`src/design/gdda_pkg.sv`:
```
// ----------------------------------------------------------------------------
// gdda_pkg
// Shared types and constants for the grid ray DDA stepper.
// ----------------------------------------------------------------------------
package gdda_pkg;

  localparam int unsigned POS_W   = 24;
  localparam int unsigned DIR_W   = 16;
  localparam int unsigned RAY_W   = 19;
  localparam int unsigned REM_W   = 20;
  localparam int unsigned QUO_W   = 31;
  localparam int unsigned DIST_W  = 32;
  localparam int unsigned CELL_W  = 10;
  localparam int unsigned STEP_W  = 7;
  localparam int unsigned DIV_CNT_W = 5;
  localparam int unsigned IN_W    = 128;
  localparam int unsigned OUT_W   = 56;

  localparam logic [DIST_W-1:0] DIST_MAX = '1;
  localparam logic [DIV_CNT_W-1:0] DIV_TOP = 5'd30;

  typedef enum logic [2:0] {
    F_IDLE,
    F_PROD,
    F_RAY,
    F_DIV,
    F_MUL,
    F_PUSH
  } front_state_t;

  typedef enum logic {
    B_IDLE,
    B_RUN
  } back_state_t;

  // per-ray start record handed from front to back
  typedef struct packed {
    logic [DIST_W-1:0] side_x;
    logic [DIST_W-1:0] side_y;
    logic [DIST_W-1:0] delta_x;
    logic [DIST_W-1:0] delta_y;
    logic [7:0]        cell_x;
    logic [7:0]        cell_y;
    logic              neg_x;
    logic              neg_y;
  } ray_rec_t;

  // queue handshake toward the back end
  typedef struct packed {
    logic     valid;
    ray_rec_t rec;
  } rec_q_t;

endpackage

```
`src/design/gdda_queue.sv`:
```
// ----------------------------------------------------------------------------
// gdda_queue
// Two-entry queue of start records between front and back ends.
// ----------------------------------------------------------------------------
module gdda_queue (
  input  logic               clk,
  input  logic               rst_n,
  input  logic               push_valid,
  output logic               push_ready,
  input  gdda_pkg::ray_rec_t push_rec,
  output gdda_pkg::rec_q_t   head,
  input  logic               pop
);

  gdda_pkg::ray_rec_t mem [2];
  logic       wr_ptr_r, rd_ptr_r;
  logic [1:0] cnt_r;
  logic       do_push, do_pop;

  assign push_ready = (cnt_r != 2'd2);
  assign do_push    = push_valid && push_ready;
  assign do_pop     = pop && (cnt_r != 2'd0);
  assign head.valid = (cnt_r != 2'd0);
  assign head.rec   = mem[rd_ptr_r];

  // storage
  always_ff @(posedge clk) begin
    if (do_push) mem[wr_ptr_r] <= push_rec;
  end

  // pointers and fill count
  always_ff @(posedge clk) begin
    if (!rst_n) begin
      wr_ptr_r <= 1'b0;
      rd_ptr_r <= 1'b0;
      cnt_r    <= 2'd0;
    end else begin
      if (do_push) wr_ptr_r <= ~wr_ptr_r;
      if (do_pop)  rd_ptr_r <= ~rd_ptr_r;
      cnt_r <= cnt_r + 2'(do_push) - 2'(do_pop);
    end
  end

endmodule

```
`config.mk`:
```
export PLATFORM = sky130hd
export DESIGN_NAME = gdda_queue
export DESIGN_NICKNAME = d
export VERILOG_FILES = /design/src/design/gdda_pkg.sv /design/src/design/gdda_queue.sv
export SDC_FILE = /design/constraint.sdc
export NUM_CORES = 1
export LEC_CHECK = 0
export BUFFER_PORTS_ARGS = -buffer_cell sky130_fd_sc_hd__buf_2
export CELL_PAD_IN_SITES_DETAIL_PLACEMENT = 1
export CELL_PAD_IN_SITES_GLOBAL_PLACEMENT = 1
export CORE_ASPECT_RATIO = 0.9
export CORE_UTILIZATION = 40
export DETAILED_ROUTE_END_ITERATION = 6
export GPL_ROUTABILITY_DRIVEN = 0
export PLACE_DENSITY = 0.81
export RECOVER_POWER = 25
export SLEW_MARGIN = 40
export SYNTH_ARGS = -nofsm -noshare
export SYNTH_HDL_FRONTEND = slang
export SYNTH_SLANG_ARGS = --single-unit
```
`constraint.sdc`:
```
create_clock -name clk -period 10.3 [get_ports clk]
set_clock_uncertainty 0.1 [all_clocks]
set_input_delay 0.515 -clock clk [delete_from_list [all_inputs] [get_ports clk]]
set_output_delay 0.515 -clock clk [all_outputs]
set_load 0.005 [all_outputs]
```
Word-level counts from Yosys, hierarchy flattened. Memory sizes are Yosys's and may differ from the RTL's. A register that Yosys moved wholly into a read port is not among the register bits. Cells that the tools add are included.

Register bits after elaboration: 4. RAM bits: 292. Output and inout port bits: 148. Logic and storage cells: 16. Memories: 1.

$add $sub $neg: 2. Equal/unequal tests: 1. Muxes and demuxes: 4. Bitwise logic cells: 2. Reductions and logical operators: 3.

Memories: mem (words 2, bits a word 146, read ports 1, clocked after Yosys merged registers in 1, write ports 1, RTL line gdda_queue.sv:15) `gdda_pkg::ray_rec_t mem [2];`.

Operators with widths (count): 2-to-1 mux 1 bit (4); adder 2 x 1 -> 2 bit (1); logical AND 1 bit (2); != test 2 bit (second input constant) (1); inverter 1 bit (2); nonzero test 2 bit (1); subtractor 2 x 1 -> 2 bit (1).

Longest topological paths before layout.
Depth in word-level cells: 4. Depth in mapped cells: 8.

Worst setup path before layout. No wires, ideal clock.

Path kind: input to register. Start: input port push_valid. End: memory mem[0][0] in the netlist's numbering (enable). Library setup time: 0.653 ns. Arrival time: 6.671 ns. Setup slack: 2.876 ns. Stages on the path: 2. Path buffers: 0. Path through: nand2_1 > nor2_1.

Cells in the longest elaborated chain, start to end: 3.

RTL lines: start: declaration (RTL line gdda_queue.sv:8) `input logic push_valid,`; logical AND 1 bit (RTL line gdda_queue.sv:21) `assign do_push = push_valid && push_ready;`; 2-to-1 mux 1 bit (RTL line gdda_queue.sv:28) `if (do_push) mem[wr_ptr_r] <= push_rec;`; 2-to-1 mux 1 bit (not written as such) (RTL line gdda_queue.sv:28); end: declaration (RTL line gdda_queue.sv:15).

No other way between the ends.

==> impl_metrics.ini <==
[global_routing]
grt_first_pass_wirelength_um = 33600
antenna_found_initial = 3
grt_usage_pct = 15.9
grt_max_degree = 75
first_global_vias = 6001
grt-ovfl-total = 0

[timing]
rsz0062_at_grt = no
period_share_pct = 28.0
hold_ws_ns = 0.0535
setup_tns_ns = 0
finalHoldViolations = 0
drv_slew = 0
clock.fmax_ghz = 0.347
setup_viol = 0
period_needed_ns = 2.88
slew_headroom_pct = 48.2
worst_slew_pin_slew_ns = 0.776

[placement]
dpl.hpwl_um = 15300
placed_area_um2 = 12700
portBuffers = 297

[clocking]
cts_max_level = 1
cts_sinks = 297
clockBufferDepth = 3
clockRootBuffer = clkbuf_16
cts.reportedPaths.clkPinSlew_ns = 0.06
cts_resized = 0
post_cts_buffers = 0
numCtsBuffers = 30
cts_tree = yes
ctsHoldBuffers = 0
clkLatencyLatePin_ns = 0.55

[yosys]
synthArstFlopShare_pct = 0
yosysMostFrequentCell = edfxtp_1
ys_warn_count = 0
synth.area.top_cells = edfxtp_1 81%, mux2_2 15%, clkbuf_8 1.3%
synth_edf_count = 292
synth.top_cell.area_share_pct = 80.8
avgSynthCellArea_um2 = 22.7
ys_seq_area_share_pct = 81.7
synthTopCellsByCount = 292 x edfxtp_1, 146 x mux2_2, 10 x clkbuf_8
synth_flop_cell = edfxtp_1
postSynthRegisterBits = 297
syn-num-nets = 630
netlist_area_um2 = 10900
synth.largest_area_cell = edfxtp_1
synth_cell_types = 17
synth_cells = 478

[setup_path]
slowest_delay_ns = 0.52
critPathMaxFanout = 69
startpoint_type = flop
cp_slowest_cell = buf_6
required_ns = 9.69
cp.arrival_ns = 2.27
crit_type = flop to output port
path_cells = buf_6 > mux2_2 > buf_2
end_kind = output port

[power]
power_density_nw_per_um2 = 241
p_leak_nw = 4.94
power.total_mw = 3.26
vdd_drop_max_mv = 0.165

[drt]
routedWlPerCell_um = 19.5
drt_iter0_drc = 219
routed_wl_um = 22800
drt-vias-per-instance = 4.75
drc = 0
via_count = 5566
ant_nets = 0
drt_pre_antenna_iters = 4

[final_layout]
fin_area_um2 = 13600
drive_gt1_share_pct = 56.3
seq_area_um2 = 8870
postLayoutCoreUtil_pct = 51.5
multi_input_area_um2 = 1790
fillerInstances = 2551
synthToLayoutAreaGrowth_pct = 25.0
nets = 949

[flow_run]
cap_violations = 0

[floorplan]
num_io_pins = 298
fp.dieW_um = 176
fp.dieH_um = 158
rows = 56
start_util_pct = 41.2
core_um2 = 26300
die_area_um2 = 27800

[outcome]
run_status = completed

[worst_hold_path]
hp-class = input port to flop
kinds of logic after synthesis:
kind of cell	count (synthesis)	synth area share [%]
fa+ha+maj	2	0.231
simple gates	11	0.565
flops	297	81.7
xor+xnor	3	0.242
buf+inv	17	1.93
mux	147	15.2
compound gates	1	0.0692
worst paths after layout:
kind	slack [ns]	depth (start not counted)	startpoint	end
worst min-delay path	0.05	1	push_rec[47]	mem[1][47]
worst min register to register	0.44	2	rd_ptr_r	flop
worst max register to register	8.02	3	cnt_r[0]	mem[1][116]
worst max-delay path	7.42	3	flop	head[108]
per-stage QoR:
| step | instances | worst slack, ns |
|---|---|---|
| 2_1_floorplan | 478 | 2.88 |
| 3_3_place_gp | 1112 | 7.28 |
| 3_5_place_dp | 1113 | 7.85 |
| 4_1_cts | 1168 | 7.25 |
| 5_1_grt | 1170 | 7.30 |
| 6_report | 1172 | 7.42 |
critical path: cells and delay by family (launching register included):
kind	cells	cell delay, ns
flops	1	0.51
buf+inv	2	0.66
mux	1	0.43
cells in the final DEF (no fill, tap or decap):
cell type     n
edfxtp_1    292
buf_2       266
mux2_2      146
clkbuf_1     40
clkbuf_16    31
clkinv_1      6
clkinv_2      5
buf_6         5
diode_2       4
dfxtp_1       4
xnor2_1       3
nand2b_1      2
nand2_1       2
nor2b_1       2
and2_1        2
ha_1          2
bufinv_16     2
clkinvlp_4    2
o21a_1        1
or2_2         1
inv_1         1
and3_4        1
nor2_4        1
mux2i_1       1
dfxtp_4       1
buf_12        1
flip-flops by register name, indices dropped and copies added (netlist names), named ones only:
name      cells
mem         292
cnt_r         2
rd_ptr_r      1
wr_ptr_r      1
final cells by class:
cell class,count,area share (%)
flip-flops and latches,297,65.4
multi-input cells,164,13.2
repair buffers,303,11.2
clock buffers,40,5.97
well taps,348,3.21
clock inverters,15,0.904
diodes,4,0.0738
inverters,1,0.0277
report_power, final:
| group | internal [mW] | total (mW) | switching, mW |
|---|---|---|---|
| registers | 1.52 | 1.56 | 0.0453 |
| clock network | 0.598 | 1.02 | 0.427 |
| logic | 0.334 | 0.675 | 0.341 |
routing by layer:
layer	global-route usage [%]	part of all wire (%)	vias to the layer above
met3	5.54	8.4	44
met5	0	0.048	-
li1	-	-	2545
met1	16.6	36	2758
met4	5.96	3.0	2
met2	29.2	53	217
Power figures use the tool's default switching activity.
