===== config.mk =====
export PLATFORM = sky130hd
export DESIGN_NAME = gdda_front
export DESIGN_NICKNAME = d
export VERILOG_FILES = /design/src/design/gdda_pkg.sv /design/src/design/gdda_front.sv
export SDC_FILE = /design/constraint.sdc
export NUM_CORES = 2
export LEC_CHECK = 0
export ABC_AREA = 1
export BUFFER_PORTS_ARGS = -buffer_cell sky130_fd_sc_hd__buf_2
export CORE_MARGIN = 3
export CORE_UTILIZATION = 55
export CTS_CLUSTER_SIZE = 30
export DETAILED_ROUTE_END_ITERATION = 10
export GPL_TIMING_DRIVEN = 0
export PLACE_DENSITY_LB_ADDON = 0.12
export RECOVER_POWER = 100
export SETUP_SLACK_MARGIN = 0.02
export SLEW_MARGIN = 30
export SYNTH_ARGS = -nofsm -noshare
export SYNTH_HDL_FRONTEND = slang
export SYNTH_SLANG_ARGS = --single-unit

===== constraint.sdc =====
create_clock -name clk -period 10.4 [get_ports clk]
set_input_delay 2.08 -clock clk [delete_from_list [all_inputs] [get_ports clk]]
set_output_delay 2.08 -clock clk [all_outputs]
set_load 0.02 [all_outputs]

===== src/design/gdda_pkg.sv =====
// ----------------------------------------------------------------------------
// gdda_pkg
// Shared types and constants for the grid ray DDA stepper.
// ----------------------------------------------------------------------------
package gdda_pkg;

  localparam int unsigned POS_W   = 24;
  localparam int unsigned DIR_W   = 16;
  localparam int unsigned RAY_W   = 19;
  localparam int unsigned REM_W   = 20;
  localparam int unsigned QUO_W   = 31;
  localparam int unsigned DIST_W  = 32;
  localparam int unsigned CELL_W  = 10;
  localparam int unsigned STEP_W  = 7;
  localparam int unsigned DIV_CNT_W = 5;
  localparam int unsigned IN_W    = 128;
  localparam int unsigned OUT_W   = 56;

  localparam logic [DIST_W-1:0] DIST_MAX = '1;
  localparam logic [DIV_CNT_W-1:0] DIV_TOP = 5'd30;

  typedef enum logic [2:0] {
    F_IDLE,
    F_PROD,
    F_RAY,
    F_DIV,
    F_MUL,
    F_PUSH
  } front_state_t;

  typedef enum logic {
    B_IDLE,
    B_RUN
  } back_state_t;

  // per-ray start record handed from front to back
  typedef struct packed {
    logic [DIST_W-1:0] side_x;
    logic [DIST_W-1:0] side_y;
    logic [DIST_W-1:0] delta_x;
    logic [DIST_W-1:0] delta_y;
    logic [7:0]        cell_x;
    logic [7:0]        cell_y;
    logic              neg_x;
    logic              neg_y;
  } ray_rec_t;

  // queue handshake toward the back end
  typedef struct packed {
    logic     valid;
    ray_rec_t rec;
  } rec_q_t;

endpackage


===== src/design/gdda_front.sv =====
// ----------------------------------------------------------------------------
// gdda_front
// Accepts a ray word, forms ray direction, reciprocal deltas by restoring
// division and initial side distances, then pushes a start record.
// ----------------------------------------------------------------------------
module gdda_front (
  input  logic                    clk,
  input  logic                    rst_n,
  input  logic                    in_tvalid,
  output logic                    in_tready,
  input  logic [gdda_pkg::IN_W-1:0] in_tdata,
  output logic                    push_valid,
  input  logic                    push_ready,
  output gdda_pkg::ray_rec_t      push_rec
);

  gdda_pkg::front_state_t state_r, state_nxt;

  logic [gdda_pkg::POS_W-1:0]        pos_r   [2];
  logic signed [gdda_pkg::DIR_W-1:0] dir_r   [2];
  logic signed [gdda_pkg::DIR_W-1:0] plane_r [2];
  logic signed [gdda_pkg::DIR_W-1:0] cam_r;
  logic signed [31:0]                prod_r  [2];
  logic signed [gdda_pkg::RAY_W-1:0] ray_r   [2];
  logic [gdda_pkg::REM_W-1:0]        rem_r   [2];
  logic [gdda_pkg::QUO_W-1:0]        quo_r   [2];
  logic [gdda_pkg::DIV_CNT_W-1:0]    cnt_r;
  gdda_pkg::ray_rec_t                rec_r;

  logic [gdda_pkg::RAY_W-1:0]        mag     [2];
  logic [gdda_pkg::REM_W-1:0]        trial   [2];
  logic                              ge      [2];
  logic [16:0]                       frac_f  [2];
  logic [47:0]                       sprod   [2];
  logic [gdda_pkg::DIST_W-1:0]       delta_v [2];
  logic [gdda_pkg::DIST_W-1:0]       side_v  [2];
  logic                              zero_v  [2];

  // state register
  always_ff @(posedge clk) begin
    if (!rst_n) begin
      state_r <= gdda_pkg::F_IDLE;
    end else begin
      state_r <= state_nxt;
    end
  end

  // next state and handshakes
  always_comb begin
    state_nxt  = state_r;
    in_tready  = 1'b0;
    push_valid = 1'b0;
    unique case (state_r)
      gdda_pkg::F_IDLE: begin
        in_tready = 1'b1;
        if (in_tvalid) state_nxt = gdda_pkg::F_PROD;
      end
      gdda_pkg::F_PROD: state_nxt = gdda_pkg::F_RAY;
      gdda_pkg::F_RAY:  state_nxt = gdda_pkg::F_DIV;
      gdda_pkg::F_DIV: begin
        if (cnt_r == '0) state_nxt = gdda_pkg::F_MUL;
      end
      gdda_pkg::F_MUL:  state_nxt = gdda_pkg::F_PUSH;
      gdda_pkg::F_PUSH: begin
        push_valid = 1'b1;
        if (push_ready) state_nxt = gdda_pkg::F_IDLE;
      end
      default: state_nxt = gdda_pkg::F_IDLE;
    endcase
  end

  // per-axis divider step and side distance product
  always_comb begin
    for (int a = 0; a < 2; a++) begin
      zero_v[a]  = (ray_r[a] == '0);
      mag[a]     = ray_r[a][gdda_pkg::RAY_W-1] ? gdda_pkg::RAY_W'(-ray_r[a])
                                               : gdda_pkg::RAY_W'(ray_r[a]);
      trial[a]   = {rem_r[a][gdda_pkg::REM_W-2:0], (cnt_r == gdda_pkg::DIV_TOP)};
      ge[a]      = (trial[a] >= {1'b0, mag[a]});
      frac_f[a]  = ray_r[a][gdda_pkg::RAY_W-1] ? {1'b0, pos_r[a][15:0]}
                                               : 17'h10000 - {1'b0, pos_r[a][15:0]};
      sprod[a]   = 48'(frac_f[a]) * 48'(quo_r[a]);
      delta_v[a] = zero_v[a] ? gdda_pkg::DIST_MAX : {1'b0, quo_r[a]};
      side_v[a]  = zero_v[a] ? gdda_pkg::DIST_MAX : sprod[a][47:16];
    end
  end

  // datapath registers
  always_ff @(posedge clk) begin
    unique case (state_r)
      gdda_pkg::F_IDLE: begin
        pos_r[0]   <= in_tdata[23:0];
        pos_r[1]   <= in_tdata[47:24];
        dir_r[0]   <= in_tdata[63:48];
        dir_r[1]   <= in_tdata[79:64];
        plane_r[0] <= in_tdata[95:80];
        plane_r[1] <= in_tdata[111:96];
        cam_r      <= in_tdata[127:112];
      end
      gdda_pkg::F_PROD: begin
        for (int a = 0; a < 2; a++) prod_r[a] <= plane_r[a] * cam_r;
      end
      gdda_pkg::F_RAY: begin
        for (int a = 0; a < 2; a++) begin
          ray_r[a] <= gdda_pkg::RAY_W'(dir_r[a]) + gdda_pkg::RAY_W'(prod_r[a] >>> 14);
          rem_r[a] <= '0;
          quo_r[a] <= '0;
        end
        cnt_r <= gdda_pkg::DIV_TOP;
      end
      gdda_pkg::F_DIV: begin
        for (int a = 0; a < 2; a++) begin
          rem_r[a] <= ge[a] ? trial[a] - {1'b0, mag[a]} : trial[a];
          quo_r[a] <= {quo_r[a][gdda_pkg::QUO_W-2:0], ge[a]};
        end
        cnt_r <= cnt_r - 1'b1;
      end
      gdda_pkg::F_MUL: begin
        rec_r.delta_x <= delta_v[0];
        rec_r.delta_y <= delta_v[1];
        rec_r.side_x  <= side_v[0];
        rec_r.side_y  <= side_v[1];
        rec_r.cell_x  <= pos_r[0][23:16];
        rec_r.cell_y  <= pos_r[1][23:16];
        rec_r.neg_x   <= ray_r[0][gdda_pkg::RAY_W-1];
        rec_r.neg_y   <= ray_r[1][gdda_pkg::RAY_W-1];
      end
      default: ;
    endcase
  end

  assign push_rec = rec_r;

endmodule


After elaboration in Yosys (flattened, before gate mapping) --
Memories as Yosys holds them, arrays and structs flattened. Index checks and enable logic that the tools add are counted.
Word-level totals: bits of input ports 132, RAM bits 316, flip-flop bits (word level) 170, memories 7
Operators by class: bitwise gates (word level) 4, reduce and logical (&&, ||, !) cells 6, magnitude comparators 2, multipliers 4, eq/ne operators 9, add/sub/neg operators 9, mux-type cells 26
Memories:
- prod_r | depth 2, width 32, rd ports 2, clocked after Yosys merged registers in 0, wr ports 2, line gdda_front.sv:23 | logic signed [31:0] prod_r [2];
- quo_r | depth 2, width 31, rd ports 2, clocked after Yosys merged registers in 0, wr ports 2, line gdda_front.sv:26 | logic [gdda_pkg::QUO_W-1:0] quo_r [2];
- pos_r | depth 2, width 24, rd ports 2, clocked after Yosys merged registers in 0, wr ports 2, line gdda_front.sv:19 | logic [gdda_pkg::POS_W-1:0] pos_r [2];
- rem_r | depth 2, width 20, rd ports 2, clocked after Yosys merged registers in 0, wr ports 2, line gdda_front.sv:25 | logic [gdda_pkg::REM_W-1:0] rem_r [2];
- ray_r | depth 2, width 19, rd ports 2, clocked after Yosys merged registers in 0, wr ports 2, line gdda_front.sv:24 | logic signed [gdda_pkg::RAY_W-1:0] ray_r [2];
- dir_r | depth 2, width 16, rd ports 2, clocked after Yosys merged registers in 0, wr ports 2, line gdda_front.sv:20 | logic signed [gdda_pkg::DIR_W-1:0] dir_r [2];
- 1 more memories
Operators by type and width (count):
- multiplier 17 x 31 -> 48 bit | 2
- two-way mux 20 bit | 4
- multiplier 16 x 16 -> 32 bit | 2
- two-way mux 32 bit | 2
- two-way mux 31 bit | 2
- >= comparator 20 x 19 -> 1 bit | 2
- subtractor 20 x 19 -> 20 bit | 2
- adder 16 x 18 -> 19 bit | 2
- zero test 19 bit | 2
- two-way mux 19 bit | 2
- negator 19 bit | 2
- two-way mux 17 bit | 2
- subtractor 17 x 16 -> 17 bit, first input constant | 2
- one-hot mux 3 bit (6 select lines) | 1
- one-hot mux 5 bit (2 select lines) | 1
- two-way mux 1 bit | 9
- two-way mux 3 bit | 3
- == test 3 x 2 -> 1 bit, second input constant | 2
- == test 3 bit, second input constant | 2
- inequality test 2 bit, second input constant | 3
- == test 5 bit, second input constant | 1
- zero test 5 bit | 1
- subtractor 5 x 1 -> 5 bit, second input constant | 1
- OR 1 bit | 4
- other kinds (4) | 4

Depth between registers and ports, before layout --
depth in word-level cells 5, mapped depth 39, depth with buffers taken out 39

Least setup slack after synthesis --
Ideal clock, no wire load.
path kind register -> output, start register state_r[0], end output in_tready, buffers on the path 0, arrival time 6.090 ns, cell stages (with the launch flop) 4, setup slack 2.230 ns, cells stage by stage dfxtp_1 > nor2_1 > inv_1 > nor2_1
Between the ends: longest elaborated chain between the ends 2
RTL lines:
- start: declaration | line gdda_front.sv:17 | gdda_pkg::front_state_t state_r, state_nxt;
- start signal: assignment | line gdda_front.sv:42 | state_r <= gdda_pkg::F_IDLE;
- start signal: assignment | line gdda_front.sv:44 | state_r <= state_nxt;
- zero test 3 bit | line gdda_front.sv:53 | unique case (state_r)
- two-way mux 1 bit | line gdda_front.sv:53
- end: declaration | line gdda_front.sv:10 | output logic in_tready,
No other way between the ends.

==> flow_summary.toml <==
[critical_path]
endpoint_kind = "flip-flop"
path_buf_inv = 10
cp_common_cell = "inv_1"
crit_cells = 29
worst_setup_path_start_kind = "flip-flop"
cp_top_family = "adder cells"
cp_slowest_stage_delay_ps = 820
criticalPathCategory = "reg2reg"
r2r_cells = 29
crit_slowest_cell = "clkbuf_1"
crit_path_max_fanout = 10
required_ps = 10800
crit_arrival_ps = 9460

[timing]
rsz0062_at_grt = "no"
hold_viol = 0
max_freq_mhz = 110
worst_pin_slew_ps = 1590
fin_worst_skew_ps = 34.7
timing.slew.headroom = -0.0628
setup_ws_ps = 1350
post-route-min-period_ps = 9050
finalSetupViolCount = 0
finalCritPeriodShare = 0.870
drv_slew = 21

[clock_tree]
path_clk_slew_ps = 60
post_cts_buffers = 0
cts_buffers = 57
insertion_delay_ps = 710
cts.sinks = 456
tritoncts = "done"
cts_resized = 0
h-tree-depth = 2
clock_path_buffers = 3
hold_buffers = 0
root_buffer = "clkbuf_16"

[detailed_routing]
drc = 0
vias_per_cell = 5.37
wl_per_cell_um = 20.5
vias = 62000
antenna_left = 0
drt-total-wl_um = 237000
drt_pass1_iterations = 9
drtIter0Drc = 5125

[layout]
seq_area_um2 = 13700
layout.nets = 11700
layout-drive-gt1-share = 0.0346
multi_input_area_um2 = 52400
area_delta_synth_final_pct = 7.25
fillers = 12800

[logic_synthesis]
syn_inst = 9344
ys_types = 54
synthArstFlopShare = 0
yosysWarnings = 0
syn_area_per_cell_um2 = 8.18
synth_seq_cells = 456
synth_edf_count = 453
syn_area_um2 = 76400
syn-num-nets = 11300
yosysSeqAreaShare = 0.179
synth_flop_cell = "edfxtp_1"

[floorplan]
die-area_um2 = 143000
ioPinCount = 280
die_y_um = 379
start_util = 0.555
fp.dieW_um = 379
core_um2 = 138000
fp-row-count = 136

[placed_design]
dp_hpwl_um = 199000
portBuffers = 279
pre_cts_ws_ps = 1960
gp_congestion = 0.989

[global_routing]
grt_max_degree = 28
antenna_found_initial = 7
grt.overflow.total = 0
grt_first_pass_wirelength_um = 367000
first_global_vias = 64600
track_usage = 0.338

[worst_hold_path]
min_path_type = "reg2reg"
hold_depth = 0

[run_status]
violations = "capacitance limit, slew limit"
status = "finished with violations"

[flow_run]
maxCapViolations = 1
path summary, 6_finish.rpt:
| kind | slack (ps) | from | to |
|---|---|---|---|
| worst min-delay path | 420 | pos_r[0][46] | push_rec[8] |
| worst max-delay path | 1350 | pos_r[0][0] | push_rec[138] |
| worst max register to register | 1350 | pos_r[0][0] | push_rec[138] |
| worst min register to register | 420 | pos_r[0][46] | push_rec[8] |
metal layers:
layer / vias up / GRT usage / share of wire
met5: - / 0 / 0.00016
met4: 6 / 0.133 / 0.047
met3: 516 / 0.0610 / 0.086
met2: 2489 / 0.560 / 0.47
met1: 30700 / 0.442 / 0.40
li1: 28300 / - / -
flip-flops by register name, summed over array words and instances, names as in the netlist, 5 cells and up:
name,flops
rem_r,38
pos_r,48
dir_r,32
push_rec,146
ray_r,38
plane_r,32
prod_r,36
cnt_r,5
quo_r,62
cam_r,16
layout make-up:
cell class,count,area share
Buffer,270,0.0133
Sequential cell,456,0.167
Timing Repair Buffer,309,0.0160
Multi-Input combinational cell,6142,0.639
Clock buffer,63,0.0177
Tap cell,1794,0.0274
Clock inverter,43,0.00640
Antenna cell,7,0.000214
Inverter,2476,0.113
cells in the final DEF (no fill, tap or decap), types with 161 or more instances in the layout:
cell / Yosys / layout
nand3_1: 326 / 326
edfxtp_1: 453 / 453
fa_1: 1390 / 1390
ha_1: 478 / 478
clkbuf_1: 201 / 408
inv_1: 2453 / 2454
nand2_1: 2303 / 2303
a21oi_1: 257 / 257
o21ai_0: 162 / 161
nor2_1: 794 / 794
buf_2: 52 / 165
through the flow:
stage | cells | cell area [um^2] | hold WS, ps | setup TNS (ps) | utilization
after detailed placement | 11400 | 80800 | 406 | 0 | 0.587
after CTS | 11600 | 82700 | 420 | 0 | 0.601
after floorplan | 9344 | 76400 | 400 | 0 | -
after global routing | 11600 | 81900 | 432 | 0 | 0.595
after global placement | 11400 | 80100 | 400 | -118460 | 0.582
final | 11600 | 81900 | 422 | 0 | 0.595
cell usage after synthesis (3+ instances only):
| master | n | area [um^2] |
|---|---|---|
| a21boi_0 | 8 | 60.1 |
| a21o_1 | 20 | 150 |
| a21oi_1 | 257 | 1290 |
| a31oi_1 | 9 | 56.3 |
| and2_1 | 3 | 18.8 |
| buf_1 | 11 | 41.3 |
| buf_2 | 52 | 260 |
| buf_4 | 4 | 30.0 |
| clkbuf_1 | 201 | 754 |
| clkinv_1 | 12 | 45.0 |
| dfxtp_1 | 3 | 60.1 |
| edfxtp_1 | 453 | 13600 |
| fa_1 | 1390 | 27800 |
| ha_1 | 478 | 5980 |
| inv_1 | 2453 | 9210 |
| inv_2 | 10 | 37.5 |
| nand2_1 | 2303 | 8640 |
| nand2_2 | 4 | 25.0 |
| nand3_1 | 326 | 1630 |
| nand3b_1 | 6 | 45.0 |
| nand4_1 | 59 | 369 |
| nor2_1 | 794 | 2980 |
| nor2_2 | 15 | 93.8 |
| nor3_1 | 37 | 185 |
| nor3_2 | 3 | 30.0 |
| nor4_1 | 13 | 81.3 |
| o211ai_1 | 12 | 90.1 |
| o21a_1 | 12 | 90.1 |
| o21ai_0 | 162 | 811 |
| o21ai_1 | 3 | 15.0 |
| o21bai_1 | 34 | 255 |
| or2_2 | 34 | 213 |
| xnor2_1 | 48 | 420 |
| xor2_1 | 85 | 744 |
logic make-up after synthesis:
family                     count (synthesis)  share of synthesized area
and+or+nand+nor                         3612                      0.189
AOI/OAI and AO/OA                        529                     0.0382
DFF                                      456                      0.179
adders and majority gates               1868                      0.442
buffers and inverters                   2746                      0.136
xor gates and xnor gates                 133                     0.0152
Power is not shown: default switching activity piles up to over one toggle a cycle in this logic, so the estimate is an artifact.
