`config.mk`:
```
export PLATFORM = sky130hd
export DESIGN_NAME = gdda_back
export DESIGN_NICKNAME = d
export VERILOG_FILES = /design/src/design/gdda_pkg.sv /design/src/design/gdda_back.sv
export SDC_FILE = /design/constraint.sdc
export NUM_CORES = 1
export LEC_CHECK = 0
export ABC_AREA = 1
export BUFFER_PORTS_ARGS = -buffer_cell sky130_fd_sc_hd__buf_2
export CAP_MARGIN = 20
export CORE_UTILIZATION = 57
export CTS_CLUSTER_DIAMETER = 150
export DETAILED_ROUTE_END_ITERATION = 6
export GPL_TIMING_DRIVEN = 0
export PLACE_DENSITY = 0.81
export SLEW_MARGIN = 20
export SYNTH_ARGS = -nofsm -noshare
export SYNTH_HDL_FRONTEND = slang
export SYNTH_SLANG_ARGS = --single-unit
export TNS_END_PERCENT = 10
```
`constraint.sdc`:
```
create_clock -name clk -period 6.5 [get_ports clk]
set_clock_uncertainty 0.1 [all_clocks]
set_input_delay 1.3 -clock clk [delete_from_list [all_inputs] [get_ports clk]]
set_output_delay 1.3 -clock clk [all_outputs]
set_load 0.02 [all_outputs]
```
`src/design/gdda_pkg.sv`:
```
// ----------------------------------------------------------------------------
// gdda_pkg
// Shared types and constants for the grid ray DDA stepper.
// ----------------------------------------------------------------------------
package gdda_pkg;

  localparam int unsigned POS_W   = 24;
  localparam int unsigned DIR_W   = 16;
  localparam int unsigned RAY_W   = 19;
  localparam int unsigned REM_W   = 20;
  localparam int unsigned QUO_W   = 31;
  localparam int unsigned DIST_W  = 32;
  localparam int unsigned CELL_W  = 10;
  localparam int unsigned STEP_W  = 7;
  localparam int unsigned DIV_CNT_W = 5;
  localparam int unsigned IN_W    = 128;
  localparam int unsigned OUT_W   = 56;

  localparam logic [DIST_W-1:0] DIST_MAX = '1;
  localparam logic [DIV_CNT_W-1:0] DIV_TOP = 5'd30;

  typedef enum logic [2:0] {
    F_IDLE,
    F_PROD,
    F_RAY,
    F_DIV,
    F_MUL,
    F_PUSH
  } front_state_t;

  typedef enum logic {
    B_IDLE,
    B_RUN
  } back_state_t;

  // per-ray start record handed from front to back
  typedef struct packed {
    logic [DIST_W-1:0] side_x;
    logic [DIST_W-1:0] side_y;
    logic [DIST_W-1:0] delta_x;
    logic [DIST_W-1:0] delta_y;
    logic [7:0]        cell_x;
    logic [7:0]        cell_y;
    logic              neg_x;
    logic              neg_y;
  } ray_rec_t;

  // queue handshake toward the back end
  typedef struct packed {
    logic     valid;
    ray_rec_t rec;
  } rec_q_t;

endpackage

```
`src/design/gdda_back.sv`:
```
// ----------------------------------------------------------------------------
// gdda_back
// Walks the grid from a start record, one cell per cycle while the output
// is not stalled, into an output register, until the step limit or the
// grid edge.
module gdda_back #(
  parameter int unsigned GRID_SIZE = 256,
  parameter int unsigned MAX_RUN   = 64
) (
  input  logic                          clk,
  input  logic                          rst_n,
  input  logic                          cfg_wr_en,
  input  logic [gdda_pkg::STEP_W-1:0]   cfg_wr_data,
  input  gdda_pkg::rec_q_t              head,
  output logic                          pop,
  output logic                          out_tvalid,
  input  logic                          out_tready,
  output logic [gdda_pkg::OUT_W-1:0]    out_tdata,
  output logic                          out_tlast
);

  localparam logic signed [gdda_pkg::CELL_W-1:0] GRID_LIM = gdda_pkg::CELL_W'(GRID_SIZE);
  localparam logic [gdda_pkg::STEP_W-1:0]        RUN_LIM  = gdda_pkg::STEP_W'(MAX_RUN);

  gdda_pkg::back_state_t state_r, state_nxt;

  logic [gdda_pkg::STEP_W-1:0]        max_steps_r;
  logic [gdda_pkg::DIST_W-1:0]        side_x_r, side_y_r, delta_x_r, delta_y_r;
  logic signed [gdda_pkg::CELL_W-1:0] cell_x_r, cell_y_r;
  logic                               neg_x_r, neg_y_r;
  logic [gdda_pkg::STEP_W-1:0]        steps_r;
  logic                               out_valid_r;
  logic [gdda_pkg::OUT_W-1:0]         out_data_r;
  logic                               out_last_r;

  logic                               adv, step_en, take_x, outside, fin;
  logic [gdda_pkg::STEP_W-1:0]        limit, steps_nxt;
  logic [gdda_pkg::DIST_W-1:0]        cross_dist;
  logic [gdda_pkg::DIST_W:0]          sum;
  logic [gdda_pkg::DIST_W-1:0]        sat;
  logic signed [gdda_pkg::CELL_W-1:0] nx, ny;

  assign adv = !out_valid_r || out_tready;

  // state register
  always_ff @(posedge clk) begin
    if (!rst_n) begin
      state_r <= gdda_pkg::B_IDLE;
    end else begin
      state_r <= state_nxt;
    end
  end

  // next state, queue pop and step enable
  always_comb begin
    state_nxt = state_r;
    pop       = 1'b0;
    step_en   = 1'b0;
    unique case (state_r)
      gdda_pkg::B_IDLE: begin
        if (head.valid) begin
          pop       = 1'b1;
          state_nxt = gdda_pkg::B_RUN;
        end
      end
      gdda_pkg::B_RUN: begin
        step_en = adv;
        if (adv && fin) state_nxt = gdda_pkg::B_IDLE;
      end
      default: state_nxt = gdda_pkg::B_IDLE;
    endcase
  end

  // one dda step
  always_comb begin
    priority if (max_steps_r == '0) limit = 7'd1;
    else if (max_steps_r > RUN_LIM) limit = RUN_LIM;
    else limit = max_steps_r;
    take_x     = (side_x_r < side_y_r);
    cross_dist = take_x ? side_x_r : side_y_r;
    sum    = {1'b0, cross_dist} + {1'b0, take_x ? delta_x_r : delta_y_r};
    sat    = sum[gdda_pkg::DIST_W] ? gdda_pkg::DIST_MAX : sum[gdda_pkg::DIST_W-1:0];
    nx     = cell_x_r;
    ny     = cell_y_r;
    if (take_x) nx = neg_x_r ? cell_x_r - 10'sd1 : cell_x_r + 10'sd1;
    else        ny = neg_y_r ? cell_y_r - 10'sd1 : cell_y_r + 10'sd1;
    steps_nxt = steps_r + 1'b1;
    outside   = (nx < 0) || (nx >= GRID_LIM) || (ny < 0) || (ny >= GRID_LIM);
    fin       = outside || (steps_nxt >= limit);
  end

  // step limit register
  always_ff @(posedge clk) begin
    if (!rst_n) begin
      max_steps_r <= 7'd64;
    end else if (cfg_wr_en) begin
      max_steps_r <= cfg_wr_data;
    end
  end

  // walk registers
  always_ff @(posedge clk) begin
    if (!rst_n) begin
      side_x_r  <= '0;
      side_y_r  <= '0;
      delta_x_r <= '0;
      delta_y_r <= '0;
      cell_x_r  <= '0;
      cell_y_r  <= '0;
      neg_x_r   <= 1'b0;
      neg_y_r   <= 1'b0;
      steps_r   <= '0;
    end else if (pop) begin
      side_x_r  <= head.rec.side_x;
      side_y_r  <= head.rec.side_y;
      delta_x_r <= head.rec.delta_x;
      delta_y_r <= head.rec.delta_y;
      cell_x_r  <= {2'b00, head.rec.cell_x};
      cell_y_r  <= {2'b00, head.rec.cell_y};
      neg_x_r   <= head.rec.neg_x;
      neg_y_r   <= head.rec.neg_y;
      steps_r   <= '0;
    end else if (step_en) begin
      if (take_x) side_x_r <= sat;
      else        side_y_r <= sat;
      cell_x_r <= nx;
      cell_y_r <= ny;
      steps_r  <= steps_nxt;
    end
  end

  // output register
  always_ff @(posedge clk) begin
    if (!rst_n) begin
      out_valid_r <= 1'b0;
    end else if (step_en) begin
      out_valid_r <= 1'b1;
    end else if (out_tready) begin
      out_valid_r <= 1'b0;
    end
  end

  always_ff @(posedge clk) begin
    if (step_en) begin
      out_data_r <= {2'b00, outside, cross_dist, ~take_x, ny, nx};
      out_last_r <= fin;
    end
  end

  assign out_tvalid = out_valid_r;
  assign out_tdata  = out_data_r;
  assign out_tlast  = out_last_r;

endmodule

```
-- Yosys cells after proc, flatten, opt, wreduce, memory -nomap -nowiden
Cells that the tools add are included.
- bits in registers: 221
- bits of input ports: 158
- output and inout port bits: 59
- word-level logic and storage cells: 73
- $add $sub $neg: 6
- order comparisons: 7
- eq/ne operators: 1
- mux-type cells: 26
- bitwise operators: 3
- reduce and logical (&&, ||, !) cells: 14
- operator list (operator ; number):
    two-way mux 32 bit ; 9
    two-way mux 10 bit ; 4
    adder 32 x 32 -> 33 bit ; 1
    less-than comparator 32 bit ; 1
    two-way mux 8 bit ; 4
    adder 10 x 2 -> 10 bit (second input constant) ; 2
    greater-or-equal comparator 10 bit (second input constant) ; 2
    less-than comparator 10 x 1 -> 1 bit (second input constant) ; 2
    subtractor 10 x 2 -> 10 bit (second input constant) ; 2
    two-way mux 7 bit ; 2
    adder 7 x 1 -> 7 bit (second input constant) ; 1
    greater-or-equal comparator 7 bit ; 1
    greater-than comparator 7 bit (second input constant) ; 1
    zero test 7 bit ; 1
    two-way mux 1 bit ; 6
    nonzero test 2 bit ; 3
    logical OR 1 bit ; 5
    AND reduction 2 bit ; 2
    NOT 1 bit ; 3
    != test 2 bit (second input constant) ; 1
    case mux 1 bit (2 select lines) ; 1
    OR reduction 2 bit ; 1
    logical AND 1 bit ; 1
    zero test 1 bit ; 1

-- Longest topological paths before layout
- word-level depth: 11
- gate-level depth with buffers: 38
- gate-level depth less buffers: 34

-- Least setup slack after synthesis
OpenSTA, ideal clock, no wires.
- path kind: register to register
- start: register side_y_r[15] (netlist bit)
- end: register side_x_r[13] (netlist bit)
- library setup time: 0.070 ns
- arrival: 4.553 ns
- required time: 6.330 ns
- setup slack: 1.777 ns
- stages on the path, launching flop included: 37
- path buffers: 6
- cells stage by stage: dfxtp_1 -> inv_1 -> ha_1 -> nand2_1 -> inv_2 -> nand3_1 -> nor3_1 -> nand2_1 -> nand2_1 -> nand2_2 -> nand2_4 -> buf_6 -> buf_6 -> buf_6 -> clkbuf_1 -> buf_1 -> nand2_1 -> o21ai_0 -> ha_1 -> inv_1 -> fa_1 -> nor2_1 -> a211oi_1 -> o21ai_0 -> a21oi_1 -> nor2_1 -> nand2_1 -> nand2_2 -> nand3_2 -> nand2_2 -> nand3_1 -> nand2_2 -> buf_6 -> o21ai_1 -> inv_2 -> nand2_1 -> a21oi_1
- longest elaborated chain between the ends: 7
- elaborated cells on any way between the ends: 10
- those cells by class: add/sub (1); order compare (1); mux (6); reduce/logical (2)
- RTL lines (item ; line ; text):
    start: declaration ; gdda_back.sv:28 ; logic [gdda_pkg::DIST_W-1:0] side_x_r, side_y_r, delta_x_r, delta_y_r;
    start signal: assignment ; gdda_back.sv:115 ; side_y_r <= head.rec.side_y;
    start signal: assignment ; gdda_back.sv:125 ; else side_y_r <= sat;
    less-than comparator 32 bit ; gdda_back.sv:79 ; take_x = (side_x_r < side_y_r);
    two-way mux 32 bit ; gdda_back.sv:80 ; cross_dist = take_x ? side_x_r : side_y_r;
    net cross_dist, one bit ; gdda_back.sv:38 ; logic [gdda_pkg::DIST_W-1:0] cross_dist;
    adder 32 x 32 -> 33 bit ; gdda_back.sv:81 ; sum = {1'b0, cross_dist} + {1'b0, take_x ? delta_x_r : delta_y_r};
    two-way mux 32 bit ; gdda_back.sv:82 ; sat = sum[gdda_pkg::DIST_W] ? gdda_pkg::DIST_MAX : sum[gdda_pkg::DIST_W-1:0];
    two-way mux 32 bit ; gdda_back.sv:124 ; if (take_x) side_x_r <= sat;
    two-way mux 32 bit ; gdda_back.sv:123 ; end else if (step_en) begin
    two-way mux 32 bit ; gdda_back.sv:113 ; end else if (pop) begin
    end signal: assignment ; gdda_back.sv:114 ; side_x_r <= head.rec.side_x;
    end signal: assignment ; gdda_back.sv:124 ;
    end: declaration ; gdda_back.sv:28 ;
The timed path passes the listed nets, and every way through them passes these cells. The select of a mux whose other input is x is not followed.
A chain may end at the register's enable or synchronous reset.

-- Worst setup path after layout
- start: register side_y_r[17] (netlist bit)
- end: register side_x_r[23] (netlist bit)
Same word-level chain as after synthesis.

==> impl_metrics.json <==
{
  "cp_data_arrival_time_ps": 6450,
  "vdd_drop_max_uv": 285.9,
  "grt_max_degree": 50,
  "overflow": 0,
  "syn_to_final_growth_pct": 17.30,
  "status": "finished clean",
  "comb_power_share": 0.622,
  "wl_um": 42950,
  "grt_setup_unrepaired": "no",
  "internal-power_mw": 4.502,
  "slowest_delay_ps": 580,
  "power.leakage_nw": 7.255,
  "seq_area_frac_synth": 0.3809,
  "p_sw_frac": 0.5203,
  "yosysWarnings": 0,
  "period_needed_ps": 6159,
  "synth-seq-cells": 221,
  "seq_area_sq_um": 4975,
  "stdcell_count": 2384,
  "die_w_um": 153.4,
  "critPathKind": "register to register",
  "finalCritPeriodShare": 0.9476,
  "drive_gt1_frac": 0.1545,
  "nets": 2324,
  "power.density_nw_per_um2": 612.5,
  "whs_path_depth": 2,
  "numCtsBuffers": 24,
  "drt-pass1-iter-count": 6,
  "multi_input_area_sq_um": 6924,
  "cts_tree": "yes",
  "synth_area_per_cell_sq_um": 7.099,
  "start_util": 0.5787,
  "port_buffers": 214,
  "slew_violations": 0,
  "ff2ff_path_depth": 31,
  "hpwl_um": 32870,
  "cts_setup_buffers": 0,
  "place_inst": 2341,
  "synth_top_area_share": 0.2544,
  "design.core.area_sq_um": 22570,
  "fmax_mhz": 162.4,
  "htree_levels": 1,
  "total_power_mw": 9.384,
  "worstSetupEndpointType": "register",
  "dieArea_sq_um": 23520,
  "grt_pass1_vias": 12440,
  "synth_cell_types": 45,
  "groute.usage.overall": 0.3592,
  "antenna_found_initial": 1,
  "io_pins": 217,
  "clkTransAtPathRegs_ps": 60,
  "max_cap_violations": 0,
  "final-setup-viol-count": 0,
  "power_switching_mw": 4.882,
  "drc_errors": 0,
  "finalHoldViolations": 0,
  "ant_nets": 0,
  "via_count": 13540,
  "power_frac_clock": 0.150,
  "required_ps": 6790,
  "grt_pass1_wl_um": 65700,
  "cp_slowest_cell": "clkbuf_1",
  "dieHeight_um": 153.4,
  "crit_top_cell": "nand3_1",
  "worstPathMaxFanout": 15,
  "cts.path.max_buffers": 3,
  "fp-row-count": 55,
  "slew_headroom": 0.4443,
  "syn_area_sq_um": 13060,
  "finalSetupTns_ps": 0,
  "place_congestion": 0.9887,
  "worstMarginPinSlew_ps": 833.5,
  "fillCellCount": 2024,
  "cts.sinks": 221,
  "min_path_type": "register to register",
  "netlist_top_cells_area": "dfxtp_1 (25%), nand2_1 (13%), edfxtp_1 (13%), ha_1 (8.0%), o21ai_0 (7.4%)",
  "startpoint_type": "register",
  "wl_per_cell_um": 18.01,
  "drtIter0Drc": 1366,
  "vias_per_cell": 5.680,
  "p_seq_frac": 0.228,
  "synthCells": 1840,
  "synth_top_cell_by_area": "dfxtp_1",
  "clk_latency_ps": 550,
  "cts_root_buf": "clkbuf_16"
}
## worst max-delay path, delay by kind of cell, from the launching register on
family                     cells  cell delay (ps)
AOI/OAI and AO/OA              8             1500
and+or+nand+nor               16             2020
buffers and inverters          5             1270
DFF                            1              350
adders and majority gates      2              760
## synth_stat cells
library cell,instances
nand2_1,451
inv_1,194
o21ai_0,194
a21oi_1,174
nor2_1,169
dfxtp_1,166
ha_1,83
nand3_1,83
clkbuf_1,64
edfxtp_1,55
xor2_1,24
a31oi_1,20
a22oi_1,16
inv_2,16
nand2_2,15
xnor2_1,12
nand4_1,10
nor3_1,9
nand3b_1,8
o21a_1,8
o21ai_1,8
nor2_2,7
buf_1,6
buf_6,6
buf_2,5
nand3_2,4
buf_4,3
fa_1,3
nor2_4,3
o21bai_1,3
or2_2,3
a2111oi_0,2
a21boi_0,2
nor3_2,2
o21ai_2,2
a211oi_1,1
a21o_1,1
a21oi_2,1
a21oi_4,1
conb_1,1
mux2i_1,1
nand2_4,1
nor3b_1,1
nor4_1,1
o211ai_1,1
## flip-flops by register name, summed over array words and instances, names as in the netlist
name,cells
steps_r,7
out_tdata,54
side_y_r,32
out_tvalid,1
out_tlast,1
cell_y_r,10
neg_y_r,1
state_r,1
neg_x_r,1
cell_x_r,10
side_x_r,32
max_steps_r,7
delta_x_r,32
delta_y_r,32
## power groups by stage
stage	clock [mW]	sequential, mW	combinational, mW
global route	1.45	2.18	6.36
CTS	1.40	2.13	5.70
global placement	0	2.15	5.53
floorplan	0	2.30	3.79
detailed placement	0	2.16	5.64
finish	1.41	2.14	5.84
## final timing paths
check | startpoint | end | slack, ps
setup reg to reg | side_y_r[17]$_SDFFE_PN0P_ | side_x_r[23]$_SDFFE_PN0P_ | 340
setup / recovery | side_y_r[17]$_SDFFE_PN0P_ | side_x_r[23]$_SDFFE_PN0P_ | 340
hold reg to reg | delta_y_r[12]$_SDFFE_PN0P_ | delta_y_r[12]$_SDFFE_PN0P_ | 350
hold / removal | delta_y_r[12]$_SDFFE_PN0P_ | delta_y_r[12]$_SDFFE_PN0P_ | 350
## cell type report
cell class	count	area share
flip-flops and latches	221	0.3247
clock buffers	34	0.04500
inverters	210	0.05145
multi-input cells	1326	0.4519
diodes	2	0.0003267
well taps	285	0.02327
clock inverters	9	0.006942
plain buffers	82	0.02466
repair buffers	215	0.07170
## layer usage
layer  vias up  track usage  routed length (um)
met4         0       0.1533                1925
met2       726       0.5673               18540
met1      6152       0.4809               18020
met3       134      0.06776                4456
met5         -            0                   0
li1       6530            -                   -
## stage by stage
step           setup WS (ps)  area (sq um)  hold slack (ps)  utilization
2_1_floorplan           1777         13070            324.5            -
3_3_place_gp           65.27         14490            345.1       0.6421
3_5_place_dp           54.24         14520            349.0       0.6435
4_1_cts                83.28         15320            359.9       0.6788
5_1_grt                39.44         15320            385.0       0.6787
6_report               340.7         15320            354.5       0.6788
## logic make-up after synthesis
| group | Yosys count | synth area share |
|---|---|---|
| simple gates | 767 | 0.2439 |
| compound gates | 434 | 0.1766 |
| buf+inv | 294 | 0.08928 |
| flops | 221 | 0.3809 |
| fa+ha+maj | 86 | 0.08411 |
| xor+xnor | 36 | 0.02414 |
| other cells | 1 | 0.0002871 |
| mux | 1 | 0.0007664 |
## cells in the final DEF (no fill, tap or decap), drive strengths merged, types with 3 or more instances in the layout
| master | n |
|---|---|
| or2 | 3 |
| ha | 83 |
| xnor2 | 12 |
| o21bai | 3 |
| nor3 | 11 |
| a21oi | 176 |
| edfxtp | 55 |
| nand4 | 10 |
| clkinv | 6 |
| clkbuf | 96 |
| o21a | 8 |
| dfxtp | 166 |
| nand2 | 467 |
| buf | 235 |
| inv | 211 |
| o21ai | 204 |
| nand3b | 8 |
| nor2 | 179 |
| xor2 | 24 |
| fa | 3 |
| nand3 | 87 |
| a22oi | 16 |
| a31oi | 20 |
## what timing repair did
| action | CTS | global route |
|---|---|---|
| setup endpoints to repair | 2 | 64 |
| endpoints found under the hold margin | 0 | 0 |
| pin swaps | 0 | 0 |
| resized for setup | 1 | 5 |
| hold buffers | 0 | 0 |
Note: power is estimated with default switching activity, not from simulation.
